<file path="src/hw/rtl/aec_pkg.sv">
`timescale 1ns / 1ps
// ---------------------------------------------------------------------------
// aec_pkg
// Shared types and constants for the stereo audio error concealment core.
// ---------------------------------------------------------------------------
package aec_pkg;

    // Sample and statistics widths fixed by the stream format
    localparam int SAMPLE_WIDTH        = 16;
    localparam int COUNT_WIDTH_DEFAULT = 32;
    localparam int TOTAL_WIDTH         = 32;

    // Stream bus widths: fields packed from bit 0, padded to whole bytes
    localparam int S_FIELD_BITS  = 2 * SAMPLE_WIDTH + 2;
    localparam int S_TDATA_WIDTH = ((S_FIELD_BITS + 7) / 8) * 8;
    localparam int M_FIELD_BITS  = 2 * SAMPLE_WIDTH + 4 + 3 * TOTAL_WIDTH;
    localparam int M_TDATA_WIDTH = ((M_FIELD_BITS + 7) / 8) * 8;

    // Channel index within a pair
    localparam int CH_LEFT  = 0;
    localparam int CH_RIGHT = 1;

    // One mono sample with its error flag
    typedef struct packed {
        logic [SAMPLE_WIDTH-1:0] value;
        logic                    err;
    } aec_smp_t;

    // Stereo pair, element 0 is left
    typedef aec_smp_t [1:0] aec_pair_t;

    // Per-channel correction result and statistics strobes
    typedef struct packed {
        logic [SAMPLE_WIDTH-1:0] value;
        logic                    err;
        logic                    con;
        logic                    is_valid;
        logic                    is_conc;
        logic                    is_sil;
    } aec_chan_res_t;

    // How many original pairs the three-tap window holds
    typedef enum logic [1:0] {
        FILL_EMPTY = 2'd0,
        FILL_ONE   = 2'd1,
        FILL_FULL  = 2'd2
    } aec_fill_t;

endpackage

</file>
<file path="src/hw/rtl/audio_error_concealment_core.sv">
`timescale 1ns / 1ps
// ---------------------------------------------------------------------------
// audio_error_concealment_core
// Stereo sample error concealment with one pair of delay.
// ---------------------------------------------------------------------------
// Each input item is a stereo pair with per-sample error flags; each pair
// comes out one item later. A flagged sample whose original neighbors are
// both clean is replaced by their average (truncated toward zero) and marked
// concealed; with a flagged neighbor it is zeroed and keeps its error mark.
// The first pair after reset or flush, and the pair pushed out by a flush
// (tuser = 1), leave uncorrected and uncounted. A flush with nothing held,
// and the first pair after reset or flush, produce no output item. The
// three-tap window registers feed the correction logic directly into a
// single output register, so an item is accepted in every cycle the output
// register is empty or being drained.
// ---------------------------------------------------------------------------
module audio_error_concealment_core
#(
    parameter int COUNT_WIDTH = aec_pkg::COUNT_WIDTH_DEFAULT
)
(
    input  logic                              clk,
    input  logic                              rst_n,
    // input items
    input  logic                              s_axis_tvalid,
    output logic                              s_axis_tready,
    // [15:0] left_sample, [31:16] right_sample, [32] left_error,
    // [33] right_error, rest zero
    input  logic [aec_pkg::S_TDATA_WIDTH-1:0] s_axis_tdata,
    // [0] flush
    input  logic                              s_axis_tuser,
    // result items
    output logic                              m_axis_tvalid,
    input  logic                              m_axis_tready,
    // [15:0] out_left, [31:16] out_right, [32] out_left_error,
    // [33] out_right_error, [34] out_left_concealed, [35] out_right_concealed,
    // [67:36] valid_total, [99:68] concealed_total, [131:100] silenced_total,
    // rest zero
    output logic [aec_pkg::M_TDATA_WIDTH-1:0] m_axis_tdata
);
    import aec_pkg::*;

    localparam int PAD_BITS = M_TDATA_WIDTH - M_FIELD_BITS;

    aec_pair_t                  before_reg;
    aec_pair_t                  held_reg;
    aec_fill_t                  fill_reg;
    aec_fill_t                  fill_next;
    logic                       m_valid_reg;
    logic [M_TDATA_WIDTH-1:0]   m_data_reg;

    aec_pair_t                  in_pair;
    logic                       s_fire;
    logic                       flush;
    logic                       emit;
    logic                       fix;
    aec_chan_res_t [1:0]        chan_res;
    logic [1:0]                 inc_valid;
    logic [1:0]                 inc_conc;
    logic [1:0]                 inc_sil;
    logic [TOTAL_WIDTH-1:0]     valid_total;
    logic [TOTAL_WIDTH-1:0]     concealed_total;
    logic [TOTAL_WIDTH-1:0]     silenced_total;
    logic [M_TDATA_WIDTH-1:0]   m_data_next;

    // Unpack the input item
    assign in_pair[CH_LEFT].value  = s_axis_tdata[SAMPLE_WIDTH-1:0];
    assign in_pair[CH_RIGHT].value = s_axis_tdata[2*SAMPLE_WIDTH-1:SAMPLE_WIDTH];
    assign in_pair[CH_LEFT].err    = s_axis_tdata[2*SAMPLE_WIDTH];
    assign in_pair[CH_RIGHT].err   = s_axis_tdata[2*SAMPLE_WIDTH+1];
    assign flush                   = s_axis_tuser;

    // Handshake: take an item whenever the output register can be refilled
    assign s_axis_tready = !m_valid_reg || m_axis_tready;
    assign s_fire        = s_axis_tvalid && s_axis_tready;
    assign emit          = s_fire && (fill_reg != FILL_EMPTY);
    assign fix           = !flush && (fill_reg == FILL_FULL);

    // Per-channel correction
    genvar ch;
    generate
        for (ch = 0; ch < 2; ch++)
        begin : g_chan
            aec_channel u_chan
            (
                .prev (before_reg[ch]),
                .cur  (held_reg[ch]),
                .nxt  (in_pair[ch]),
                .fix  (fix),
                .res  (chan_res[ch])
            );
        end
    endgenerate

    assign inc_valid = {1'b0, chan_res[CH_LEFT].is_valid} + {1'b0, chan_res[CH_RIGHT].is_valid};
    assign inc_conc  = {1'b0, chan_res[CH_LEFT].is_conc}  + {1'b0, chan_res[CH_RIGHT].is_conc};
    assign inc_sil   = {1'b0, chan_res[CH_LEFT].is_sil}   + {1'b0, chan_res[CH_RIGHT].is_sil};

    // Statistics
    aec_counter #(.COUNT_WIDTH(COUNT_WIDTH)) u_cnt_valid
    (
        .clk   (clk),
        .rst_n (rst_n),
        .en    (emit),
        .inc   (inc_valid),
        .total (valid_total)
    );

    aec_counter #(.COUNT_WIDTH(COUNT_WIDTH)) u_cnt_conc
    (
        .clk   (clk),
        .rst_n (rst_n),
        .en    (emit),
        .inc   (inc_conc),
        .total (concealed_total)
    );

    aec_counter #(.COUNT_WIDTH(COUNT_WIDTH)) u_cnt_sil
    (
        .clk   (clk),
        .rst_n (rst_n),
        .en    (emit),
        .inc   (inc_sil),
        .total (silenced_total)
    );

    // Pack the result item
    assign m_data_next = {{PAD_BITS{1'b0}},
                          silenced_total, concealed_total, valid_total,
                          chan_res[CH_RIGHT].con, chan_res[CH_LEFT].con,
                          chan_res[CH_RIGHT].err, chan_res[CH_LEFT].err,
                          chan_res[CH_RIGHT].value, chan_res[CH_LEFT].value};

    // Window occupancy
    always_comb
    begin
        fill_next = fill_reg;
        if (s_fire)
        begin
            if (flush)
            begin
                fill_next = FILL_EMPTY;
            end
            else if (fill_reg == FILL_EMPTY)
            begin
                fill_next = FILL_ONE;
            end
            else
            begin
                fill_next = FILL_FULL;
            end
        end
    end

    always_ff @(posedge clk or negedge rst_n)
    begin
        if (!rst_n)
        begin
            fill_reg    <= FILL_EMPTY;
            m_valid_reg <= 1'b0;
        end
        else
        begin
            fill_reg <= fill_next;
            if (emit)
            begin
                m_valid_reg <= 1'b1;
            end
            else if (m_axis_tready)
            begin
                m_valid_reg <= 1'b0;
            end
        end
    end

    // Window shift and output data
    always_ff @(posedge clk)
    begin
        if (s_fire && !flush)
        begin
            before_reg <= held_reg;
            held_reg   <= in_pair;
        end
        if (emit)
        begin
            m_data_reg <= m_data_next;
        end
    end

    assign m_axis_tvalid = m_valid_reg;
    assign m_axis_tdata  = m_data_reg;

    // Checks
    a_empty_no_result: assert property (@(posedge clk) disable iff (!rst_n)
        (s_fire && fill_reg == FILL_EMPTY) |=> !m_valid_reg)
        else $error("result produced from an empty window");

    a_flush_empties: assert property (@(posedge clk) disable iff (!rst_n)
        (s_fire && flush) |=> (fill_reg == FILL_EMPTY))
        else $error("flush did not empty the window");

    a_window_fills: assert property (@(posedge clk) disable iff (!rst_n)
        (s_fire && !flush && fill_reg != FILL_EMPTY) |=> (fill_reg == FILL_FULL))
        else $error("window not full after second pair");

    a_conceal_excl: assert property (@(posedge clk) disable iff (!rst_n)
        m_valid_reg |-> !(m_data_reg[2*SAMPLE_WIDTH] && m_data_reg[2*SAMPLE_WIDTH+2])
                     && !(m_data_reg[2*SAMPLE_WIDTH+1] && m_data_reg[2*SAMPLE_WIDTH+3]))
        else $error("sample marked both concealed and in error");

endmodule

</file>
<file path="src/hw/rtl/aec_channel.sv">
`timescale 1ns / 1ps
// ---------------------------------------------------------------------------
// aec_channel
// Single-channel correction over a three-sample window of original samples.
// ---------------------------------------------------------------------------
module aec_channel
(
    input  aec_pkg::aec_smp_t      prev,
    input  aec_pkg::aec_smp_t      cur,
    input  aec_pkg::aec_smp_t      nxt,
    input  logic                   fix,   // 0 = pass cur through unchanged
    output aec_pkg::aec_chan_res_t res
);
    import aec_pkg::*;

    logic signed [SAMPLE_WIDTH:0]   sum;
    logic signed [SAMPLE_WIDTH:0]   sum_adj;
    logic signed [SAMPLE_WIDTH:0]   avg;

    // Neighbor average, truncated toward zero
    assign sum     = $signed({prev.value[SAMPLE_WIDTH-1], prev.value})
                   + $signed({nxt.value[SAMPLE_WIDTH-1], nxt.value});
    assign sum_adj = sum + $signed({{SAMPLE_WIDTH{1'b0}}, sum[SAMPLE_WIDTH]});
    assign avg     = sum_adj >>> 1;

    // Select pass, conceal or silence
    always_comb
    begin
        res          = '0;
        res.value    = cur.value;
        res.err      = cur.err;
        if (fix)
        begin
            if (!cur.err)
            begin
                res.is_valid = 1'b1;
            end
            else if (prev.err || nxt.err)
            begin
                res.value  = '0;
                res.is_sil = 1'b1;
            end
            else
            begin
                res.value   = avg[SAMPLE_WIDTH-1:0];
                res.err     = 1'b0;
                res.con     = 1'b1;
                res.is_conc = 1'b1;
            end
        end
    end

endmodule

</file>
<file path="src/hw/rtl/aec_counter.sv">
`timescale 1ns / 1ps
// ---------------------------------------------------------------------------
// aec_counter
// Saturating statistics counter with a clipped 32-bit view of its next value.
// ---------------------------------------------------------------------------
module aec_counter
#(
    parameter int COUNT_WIDTH = aec_pkg::COUNT_WIDTH_DEFAULT
)
(
    input  logic                            clk,
    input  logic                            rst_n,
    input  logic                            en,
    input  logic [1:0]                      inc,
    output logic [aec_pkg::TOTAL_WIDTH-1:0] total   // count after this item
);
    import aec_pkg::*;

    logic [COUNT_WIDTH-1:0] count_reg;
    logic [COUNT_WIDTH-1:0] count_next;
    logic [COUNT_WIDTH:0]   sum;

    // Add with carry out; a carry means the ceiling was passed
    assign sum        = {1'b0, count_reg} + (COUNT_WIDTH+1)'(inc);
    assign count_next = !en             ? count_reg :
                        sum[COUNT_WIDTH] ? {COUNT_WIDTH{1'b1}} : sum[COUNT_WIDTH-1:0];

    always_ff @(posedge clk or negedge rst_n)
    begin
        if (!rst_n)
        begin
            count_reg <= '0;
        end
        else
        begin
            count_reg <= count_next;
        end
    end

    // Clip or zero-extend to the output field width
    generate
        if (COUNT_WIDTH > TOTAL_WIDTH)
        begin : g_clip
            assign total = (|count_next[COUNT_WIDTH-1:TOTAL_WIDTH]) ?
                           {TOTAL_WIDTH{1'b1}} : count_next[TOTAL_WIDTH-1:0];
        end
        else
        begin : g_ext
            assign total = TOTAL_WIDTH'(count_next);
        end
    endgenerate

endmodule

</file>
<file path="config.mk">
export PLATFORM = sky130hd
export DESIGN_NAME = audio_error_concealment_core
export DESIGN_NICKNAME = d
export VERILOG_FILES = /design/src/hw/rtl/aec_pkg.sv /design/src/hw/rtl/audio_error_concealment_core.sv /design/src/hw/rtl/aec_channel.sv /design/src/hw/rtl/aec_counter.sv
export SDC_FILE = /design/constraint.sdc
export NUM_CORES = 1
export LEC_CHECK = 0
export ABC_AREA = 1
export BUFFER_PORTS_ARGS = -buffer_cell sky130_fd_sc_hd__buf_4
export CAP_MARGIN = 5
export CORE_UTILIZATION = 40
export DETAILED_ROUTE_END_ITERATION = 10
export GPL_TIMING_DRIVEN = 0
export SLEW_MARGIN = 20
export SYNTH_ARGS = -nofsm -noshare
export SYNTH_HDL_FRONTEND = slang
export SYNTH_HIERARCHICAL = 1
export SYNTH_SLANG_ARGS = --single-unit
</file>
<file path="constraint.sdc">
create_clock -name clk -period 9.3 [get_ports clk]
set_input_delay 1.395 -clock clk [delete_from_list [all_inputs] [get_ports clk]]
set_output_delay 1.395 -clock clk [all_outputs]
set_load 0.01 [all_outputs]
</file>
* Yosys cells after proc, flatten, opt, wreduce, memory -nomap -nowiden
Cells that the tools add are included.
Operators by class: add/subtract/negate cells 10, equal/unequal tests 1, mux-type cells 26, reduce and logical (&&, ||, !) cells 14
Operators by type and width (number):
- $mux W32 | 6
- $add A32 B2 Y33 | 3
- $mux W21 | 2
- $mux W18 | 2
- $add A16 B16 Y17 | 2
- $add A17 B2 Y17 | 2
- $mux W16 | 2
- $mux W2 | 6
- $mux W1 | 8
- $add A1 B1 Y2 | 3
- $logic_and A1 B1 Y1 | 4
- $reduce_and A2 Y1 | 2
- $reduce_bool A2 Y1 | 2
- $logic_or A1 B1 Y1 | 3
- $eq A2 B2 Y1 const B | 1
- $logic_not A1 Y1 | 2
- $logic_not A2 Y1 | 1
Storage, ports and cells: register bits 299, bits of input ports 45, output and inout port bits 138, word-level logic and storage cells 67

* Depth between registers and ports, before layout
Gate-level depths: netlist of run 1.
depth after elaboration 9, gate-level depth with buffers 26, depth with buffers taken out 26

* Cells and area by module
Netlist of run 1, hierarchy kept.
By module, submodules not included:
- audio_error_concealment_core | instances 1, cells each 232, area an instance 6243.5 um2, seq. area each 6080.8 um2
- aec_counter (u_cnt_conc ...) | instances 2, cells each 304, area an instance 2192.1 um2, seq. area each 800.8 um2
- aec_counter (u_cnt_valid) | instances 1, cells each 307, area an instance 2175.8 um2, seq. area each 800.8 um2
- aec_channel (g_chan[1].u_chan) | instances 1, cells each 360, area an instance 1823.0 um2, seq. area each 0.0 um2
- aec_channel (g_chan[0].u_chan) | instances 1, cells each 369, area an instance 1804.2 um2, seq. area each 0.0 um2

* Worst setup path before layout of run 1
No wires, ideal clock.
path type in2reg, start point input m_axis_tready, end point register m_data_reg[130] (netlist: m_axis_tdata[130]), data pin, library setup time 261 ps, data arrival time 8690 ps, required time 9039 ps, slack 349 ps, stages on the path 12, path buffers 1, path through inv_1 -> nand2_2 -> nand2_2 -> nor2_1 -> buf_4 -> inv_1 -> nor2_1 -> nand2_1 -> nor2_1 -> nand3_1 -> nand2_1 -> nand3_2
On the way: word-level cells in the longest chain between the ends 4
RTL lines:
- start: declaration | line audio_error_concealment_core.sv:34 | input logic m_axis_tready,
- $logic_or A1 B1 Y1 | line audio_error_concealment_core.sv:74 | assign s_axis_tready = !m_valid_reg || m_axis_tready;
- via s_axis_tready | line audio_error_concealment_core.sv:26 | output logic s_axis_tready,
- $logic_and A1 B1 Y1 | line audio_error_concealment_core.sv:75 | assign s_fire = s_axis_tvalid && s_axis_tready;
- $logic_and A1 B1 Y1 | line audio_error_concealment_core.sv:76 | assign emit = s_fire && (fill_reg != FILL_EMPTY);
- via emit | line audio_error_concealment_core.sv:55 | logic emit;
- $mux W32 | line aec_counter.sv:25 | assign count_next = !en ? count_reg :
- via silenced_total[30] | line audio_error_concealment_core.sv:63 | logic [TOTAL_WIDTH-1:0] silenced_total;
- end signal: assignment | line audio_error_concealment_core.sv:186 | m_data_reg <= m_data_next;
- end: declaration | line audio_error_concealment_core.sv:50 | logic [M_TDATA_WIDTH-1:0] m_data_reg;
The timed path passes the listed nets, and every way through them passes these cells. A chain may end at the register's enable or synchronous reset.

==> flow_summary.toml, run 1 <==
[clock_tree]
cts_max_level = 2
ctsResizeCount = 0
post_cts_buffers = 0
cts_hold_repair.buffers = 0
clkSinkCount = 299
cts_tree = "done"
clk_pin_slew_worst_paths_ns = 0.06
numCtsBuffers = 35
cts.path.max_buffers = 3
clock-root-buffer = "clkbuf_16"
clock_latency_ns = 0.55

[final_layout]
multi_input_area_mm2 = 0.00674
layout-drive-gt1-share = 0.189
largest_reg_flops = 132
design_area_mm2 = 0.0198
final_cell_mix = "nand2_1, inv_1, edfxtp_1, buf_4, nor2_1"
areaGrowthSynthToFinish_pct = 20.3
nFillCells = 3771
fin_cells = 2647
antenna_cells = 0
fin_util = 0.493
seqCellArea_mm2 = 0.00848
layout_commonest_cell = "nand2_1"
design.final.nets = 2189

[critical_path]
cp_max_fo = 11
critical_path_class = "in2reg"
critPathLaunchType = "primary input"
required_ns = 9.70
cp-end-kind = "flip-flop"
cp.arrival_ns = 5.39
ff2ff_setup_slack_ns = 4.86

[logic_synthesis]
synthDominantCellAreaShare = 0.366
yosys-top-cells-area = "edfxtp_1, dfrtp_1, nand2_1"
synth.cell_area_mm2 = 0.0164
synth_top_area_cell = "edfxtp_1"
synth_edf_count = 200
ys_types = 46
synth_seq_area_share = 0.516
avgSynthCellArea_um2 = 8.76
synth_cells = 1876
synth_warnings = 6
synthArstFlopShare = 0.331
synthFlopType = "edfxtp_1"
ys_seq_elements = 299

[status]
status = "completed"

[floorplan]
initial_core_util = 0.410
die_x_um = 205
die_h_um = 205
die-area_mm2 = 0.0419
coreArea_mm2 = 0.0401
num_rows = 73
ioPinCount = 183

[drt]
drtPass1Iterations = 5
drc = 0
routed_wirelength_mm = 42.6
vias_per_cell = 4.92
drt-initial-drc-count = 856
antenna_left = 0
route.vias.total = 13028
wl_per_cell_um = 16.1

[global_route]
grt_max_degree = 100
grt-busiest-layer = "met2"
grt_use_met3 = 0.0334
grt_overflow = 0
grt.total_usage = 0.206
grt_first_pass_wirelength_mm = 67.6
use_met2 = 0.331
grt_util_met1 = 0.286
antenna_found_initial = 1
grt_pass1_vias = 12443

[sta]
max_slew.worst_pin.slew_ns = 0.984
rsz0062_at_grt = "false"
post-route-period-util = 0.537
relSlewSlack = 0.344
fin_hold_ws_ns = 0.442
drv_slew = 0
fin_worst_skew_ns = 0.0114
period_needed_ns = 4.99
tns_ns = 0
timing.fmax_mhz = 200
hold_violations = 0
finalSetupViolCount = 0
worst_slack_ns = 4.31

[place]
globalplace.congestion = 0.899
placed_area_mm2 = 0.0186
post-place-ws_ns = 3.64
placedCellCount = 2584
port_buffers = 172
dp_hpwl_mm = 32.3

[power_and_ir_drop]
power_leakage_nw = 9.26
p_per_area_mw_per_mm2 = 193
p_total_mw = 3.82
peakVddDrop_uv = 154

[job]
maxCapViolCount = 0

[hold_path]
hp-class = "reg2reg"
==> cells in the mapped netlist, types with 2 or more instances <==
master      n
nor2_2     19
nand4_1    45
nor2_4     14
inv_1     265
nand3b_2    3
buf_6       8
o31ai_1     3
a21boi_0    2
xor2_1     19
edfxtp_1  200
nand2_4     9
fa_1        5
nand3_1   168
nor3_1     17
or2_2       3
clkinv_1    3
nand2_1   560
nand3b_1   17
or2_1       3
buf_4      10
nor2_1    177
nand3_4     5
o21ai_0    23
xnor2_1     6
o21ai_1     7
a22oi_1     3
a32o_1      3
o21bai_1    4
ha_1       43
inv_2       7
xor2_2      2
a21oi_1    28
and2_1      7
and2_0      3
nor2_8      5
nand3_2    35
nand2_2    35
buf_2       3
a22o_1      2
dfrtp_1    99
==> where the power goes <==
| group | internal, mW | switching (mW) | leakage, nW | total (mW) |
|---|---|---|---|---|
| logic | 0.284 | 0.448 | 5.53 | 0.732 |
| clock network | 0.832 | 0.563 | 0.575 | 1.40 |
| registers | 1.62 | 0.0737 | 3.15 | 1.69 |
| total | 2.73 | 1.08 | 9.26 | 3.82 |
==> final timing paths <==
check / startpoint / end / depth (start not counted)
max: s_axis_tuser / m_axis_tdata[88] / 19
min reg2reg: held_reg[16] / before_reg[16] / 0
max reg2reg: fill_reg[0] / m_axis_tdata[88] / 18
min: held_reg[16] / before_reg[16] / 0
min in group asynchronous: rst_n / u_cnt_sil/count_reg[15] / 1
max in group asynchronous: rst_n / u_cnt_conc/count_reg[22] / 1
==> metal layers <==
metal  part of all wire  wire length, um
met4              0.020              853
met5            0.00031               13
met2               0.46            19600
met3              0.048             2050
met1               0.47            20100
==> cell families after synthesis <==
kind of cell	Yosys count	synth area share
XOR/XNOR	27	0.0153
buffers and inverters	298	0.0749
AO/OA/AOI/OAI	76	0.0266
AND/OR/NAND/NOR	1127	0.328
other	1	0.000228
adder cells (fa/ha/maj)	48	0.0388
flip-flops	299	0.516
==> area by class of cell <==
class | instances | share of cell area
Multi-Input combinational cell | 1282 | 0.341
Buffer | 23 | 0.0100
Inverter | 275 | 0.0522
Clock buffer | 43 | 0.0468
Clock inverter | 20 | 0.0124
Sequential cell | 299 | 0.429
Tap cell | 525 | 0.0332
Timing Repair Buffer | 180 | 0.0751
==> critical path, stage by stage <==
cell and delay (ns):
buf_4 0.14, nor3_1 0.65, nand2_1 0.50, inv_1 0.14
nand2_1 0.21, inv_1 0.25, clkbuf_8 0.24, ha_1 0.15
ha_1 0.16, inv_1 0.06, fa_1 0.40, inv_1 0.11
nand3_4 0.09, nor2_4 0.16, nand2_4 0.09, nor2_8 0.14
nand3_4 0.17, buf_6 0.21, nand3_1 0.11
Power figures use the tool's default switching activity.
==> run 2, diff against run 1 <==
==> constraint.sdc (replaced) <==
create_clock -name clk -period 4.9 [get_ports clk]
set_input_delay 0.735 -clock clk [delete_from_list [all_inputs] [get_ports clk]]
set_output_delay 0.735 -clock clk [all_outputs]
set_load 0.01 [all_outputs]
==> run 2 against run 1 <==
Clock power is 100% higher. Flip-flop and latch count stayed put. Largest power group unchanged. Critical endpoint is now m_axis_tdata[82]. Utilization is 0.25 points higher.
==> flow_summary.toml, run 2 (synthesis results as in run 1) <==
[power_and_ir_drop]
power_leakage_nw = 9.30
pwr-share-seq = 0.431
p_per_area_mw_per_mm2 = 375
clkPwrFrac = 0.382
p_total_mw = 7.45
switching_share = 0.279
p_int_mw = 5.37
p_sw_mw = 2.07
peakVddDrop_uv = 252
combPwrFrac = 0.186

[drt]
m1WireLength_mm = 19.5
wl_per_cell_um = 16.0
vias_per_cell = 4.94
topRoutingLayerUsed = "met4"
route.vias.total = 13087
drc = 0
antenna_left = 0
wl_met3_mm = 2.36
drt-initial-drc-count = 781
drtPass1Iterations = 6
routed_wirelength_mm = 42.4
wl_met2_mm = 19.6

[final_layout]
areaGrowthSynthToFinish_pct = 20.9
layout_commonest_cell = "nand2_1"
design.final.nets = 2190
fin_cells = 2651
fin_util = 0.496
layout-drive-gt1-share = 0.192
largest_reg_flops = 132
nFillCells = 3800
design_area_mm2 = 0.0199
final_cell_mix = "nand2_1, inv_1, edfxtp_1, buf_4, nor2_1"

[global_route]
grt_overflow = 0
grt.total_usage = 0.208
grt_max_degree = 100
grt_pass1_vias = 12806
antenna_found_initial = 1
grt_first_pass_wirelength_mm = 68.1

[job]
maxCapViolCount = 0

[floorplan]
coreArea_mm2 = 0.0401
die_h_um = 205
initial_core_util = 0.410
die_x_um = 205
num_rows = 73
ioPinCount = 183
die-area_mm2 = 0.0419

[sta]
post-route-period-util = 0.861
relSlewSlack = 0.361
finalSetupViolCount = 0
max_slew.worst_pin.slew_ns = 0.958
hold_violations = 0
rsz0062_at_grt = "false"
timing.fmax_mhz = 237
drv_slew = 0
fin_hold_ws_ns = 0.326
period_needed_ns = 4.22
fin_worst_skew_ns = 0.0144

[critical_path]
ff2ff_setup_slack_ns = 0.68
cp_max_fo = 11
reg2reg_depth = 18
critPathLaunchType = "flip-flop"
cp-end-kind = "flip-flop"
critical_path_class = "reg2reg"
required_ns = 5.29
cp.arrival_ns = 4.60

[hold_path]
hp-class = "in2async"

[place]
placedCellCount = 2584
dp_hpwl_mm = 32.2
globalplace.congestion = 0.893
placed_area_mm2 = 0.0186
port_buffers = 172

[clock_tree]
cts_tree = "done"
post_cts_buffers = 0
clock-root-buffer = "clkbuf_16"
clk_pin_slew_worst_paths_ns = 0.06
clkSinkCount = 299
cts_hold_repair.buffers = 0
clock_latency_ns = 0.54
ctsResizeCount = 0
cts.path.max_buffers = 3
numCtsBuffers = 36
cts_max_level = 2

[status]
status = "completed"
run 2: changes by cell type in the layout (fill, tap and decap cells not counted), sizes merged:
cell	delta
bufinv	+2
clkbuf	+2
inv	-2
clkinvlp	+1
diode	+1
run 2: power groups by stage:
stage	clock, mW	sequential (mW)	combinational [mW]
floorplan	0	3.34	0.661
global placement	0	3.29	1.30
detailed placement	0	3.26	1.40
CTS	2.93	3.22	1.40
global route	3.02	3.24	1.54
finish	2.85	3.21	1.39
run 2: worst paths after layout:
check / end / start
max: m_axis_tdata[82] / fill_reg[0]
min: u_cnt_sil/count_reg[11] / rst_n
max reg2reg: m_axis_tdata[82] / fill_reg[0]
min reg2reg: before_reg[4] / held_reg[4]
max in group asynchronous: u_cnt_conc/count_reg[30] / rst_n
min in group clk: held_reg[30] / s_axis_tdata[28]
run 2: routing by layer:
metal | vias up | track usage
li1 | 6552 | -
met1 | 6182 | 0.280
met2 | 303 | 0.339
met3 | 50 | 0.0366
met4 | 0 | 0.0640
met5 | - | 0
run 2: cell type report:
type | count | area, um^2 | area share
flip-flops and latches | 299 | 8480 | 0.427
multi-input cells | 1282 | 6750 | 0.340
repair buffers | 180 | 1480 | 0.0744
inverters | 275 | 1030 | 0.0520
clock buffers | 45 | 996 | 0.0501
well taps | 525 | 657 | 0.0331
clock inverters | 21 | 274 | 0.0138
plain buffers | 23 | 198 | 0.00995
diodes | 1 | 2.50 | 0.000126
run 2: stage by stage:
step                      setup TNS (ns)  setup WS, ns
final                                  0         0.683
after detailed placement           -6.30        -0.196
after floorplan                        0         0.577
after CTS                              0         0.223
after global placement           -215.39         -1.27
after global routing                   0         0.406
run 2: worst max-delay path: stages (launching register included):
cell and delay [ns]:
dfrtp_1 0.41, nor3_2 0.49, nand2_1 0.43, inv_1 0.13, nand2_1 0.20, inv_1 0.24
clkbuf_8 0.24, ha_1 0.15, ha_1 0.16, inv_1 0.06, fa_1 0.41, inv_1 0.11
nand3_4 0.09, nor2_4 0.16, nand2_4 0.10, nor2_8 0.14, nand3_4 0.18, buf_6 0.22
nand3_1 0.11
==> run 3, diff against run 2 <==
==> constraint.sdc (replaced) <==
create_clock -name clk -period 4.1 [get_ports clk]
set_input_delay 0.615 -clock clk [delete_from_list [all_inputs] [get_ports clk]]
set_output_delay 0.615 -clock clk [all_outputs]
set_load 0.01 [all_outputs]
==> run 3 against run 2 <==
Utilization up 0.12 points. Sequential power up 20%. Combinational power up 22%. Largest cell class unchanged. Largest power group unchanged.
==> flow_summary.toml, run 3 (synthesis results as in run 1) <==
[final_layout]
nFillCells = 3788
final_cell_mix = "nand2_1, inv_1, edfxtp_1, buf_4, nor2_1"
multi_input_area_mm2 = 0.00679
design_area_mm2 = 0.0199
design.final.nets = 2190
layout-drive-gt1-share = 0.190
layout_commonest_cell = "nand2_1"
seqCellArea_mm2 = 0.00848
fin_cells = 2650
areaGrowthSynthToFinish_pct = 21.2
largest_reg_flops = 132

[critical_path]
crit_end = "m_axis_tdata[71]"
cp.arrival_ns = 4.16
cp_max_fo = 11
startpoint = "fill_reg[1]"
cp.depth = 20
critPathLaunchType = "flip-flop"
required_ns = 4.48
crit_slowest_cell = "fa_1"
timing.rr.end = "m_axis_tdata[71]"
ff2ff_setup_slack_ns = 0.32
reg2reg_from = "fill_reg[1]"
critPathBufInv = 8
path_cells = "inv_1, nor3_4, buf_12, nand2_4, inv_1, nand2_1, inv_1, clkbuf_8, ha_1, ha_1, inv_1, fa_1, inv_1, nand3_4, nor2_4, nand2_4, nor2_8, nand3_4, buf_6, nand2_1"
reg2reg_depth = 20
cp-end-kind = "flip-flop"
max_stage_delay_ns = 0.41
crit_top_cell = "inv_1"
crit_family = "simple AND/OR/NAND/NOR gates"
critical_path_class = "reg2reg"

[sta]
timing.fmax_mhz = 265
worst_slack_ns = 0.321
drv_slew = 0
hold_violations = 0
rsz0062_at_grt = "false"
post-route-period-util = 0.922
period_needed_ns = 3.78
fin_worst_skew_ns = 0.0145
relSlewSlack = 0.340
finalSetupViolCount = 0
tns_ns = 0
max_slew.worst_pin.slew_ns = 0.990

[place]
post-place-ws_ns = -0.765
dp_hpwl_mm = 31.5
globalplace.congestion = 0.902
placed_area_mm2 = 0.0186
port_buffers = 172
placedCellCount = 2584

[power_and_ir_drop]
peakVddDrop_uv = 262
power_leakage_nw = 9.31
p_per_area_mw_per_mm2 = 447

[floorplan]
die_h_um = 205
die_x_um = 205
ioPinCount = 183
die-area_mm2 = 0.0419
coreArea_mm2 = 0.0401
initial_core_util = 0.410
num_rows = 73

[drt]
drt-initial-drc-count = 697
vias_per_cell = 4.95
wl_per_cell_um = 15.6
route.vias.total = 13112
drtPass1Iterations = 6
routed_wirelength_mm = 41.2
drc = 0
antenna_left = 0

[clock_tree]
numCtsBuffers = 35
cts_max_level = 2
cts_hold_repair.buffers = 0
clock-root-buffer = "clkbuf_16"
clk_pin_slew_worst_paths_ns = 0.06
clock_latency_ns = 0.54
cts.path.max_buffers = 3
cts_tree = "done"
clkSinkCount = 299

[hold_path]
hp-class = "in2async"

[global_route]
grt_overflow = 0
grt_first_pass_wirelength_mm = 66.0
grt_max_degree = 100
grt.total_usage = 0.201
antenna_found_initial = 1
grt_pass1_vias = 12519

[job]
maxCapViolCount = 0

[status]
status = "completed"
-- run 3: cell count changes in the layout (fill, tap and decap cells not counted), sizes merged --
cell      before  now
bufinv         6    8
clkinv        13   11
clkinvlp       3    1
buf          201  202
clkbuf        47   46
inv          274  275
-- run 3: report_power, final --
| part | switching [mW] | leakage, nW | total, mW | internal [mW] |
|---|---|---|---|---|
| combinational | 1.03 | 5.56 | 1.70 | 0.672 |
| clock | 1.27 | 0.597 | 3.37 | 2.11 |
| sequential | 0.167 | 3.15 | 3.84 | 3.67 |
| total | 2.46 | 9.31 | 8.91 | 6.45 |
-- run 3: layout make-up --
cell class | instances | area share
flip-flops and latches | 299 | 0.426
multi-input cells | 1282 | 0.341
plain buffers | 23 | 0.00999
repair buffers | 181 | 0.0760
inverters | 275 | 0.0522
diodes | 1 | 0.000126
well taps | 525 | 0.0330
clock buffers | 44 | 0.0462
clock inverters | 20 | 0.0159
-- run 3: metal layers --
metal / wire (um) / vias up / track usage / share of wire
met5: 13 / - / 0 / 0.00032
met4: 911 / 2 / 0.0658 / 0.022
met3: 2460 / 60 / 0.0345 / 0.060
met2: 19600 / 321 / 0.331 / 0.47
met1: 18300 / 6187 / 0.268 / 0.44
li1: - / 6542 / - / -
-- run 3: timing repair --
item	4_1_cts	5_1_grt
pin swaps	0	1
setup buffers	0	1
hold endpoints to repair	0	0
resized for setup	3	4
endpoints found under the setup margin	119	28
-- run 3: how the worst min path moves through the flow --
stage                                from  cells past startpoint  slack [ns]                        to
after floorplan                     rst_n                      0        0.32               fill_reg[0]
after global placement        held_reg[3]                      0        0.43             before_reg[3]
after detailed placement      held_reg[1]                      0        0.44             before_reg[1]
after CTS                 s_axis_tdata[0]                      1        0.22               held_reg[1]
after global routing      s_axis_tdata[0]                      1        0.24               held_reg[1]
final                               rst_n                      1        0.18  u_cnt_conc/count_reg[29]
-- run 3: through the flow --
step                      utilization  hold slack, ns  power, mW
after detailed placement        0.465           0.441       5.59
after global placement          0.460           0.430       5.49
after floorplan                     -           0.319       4.79
final                           0.497           0.176       8.91
after CTS                       0.496           0.225       9.02
after global routing            0.497           0.235       9.32
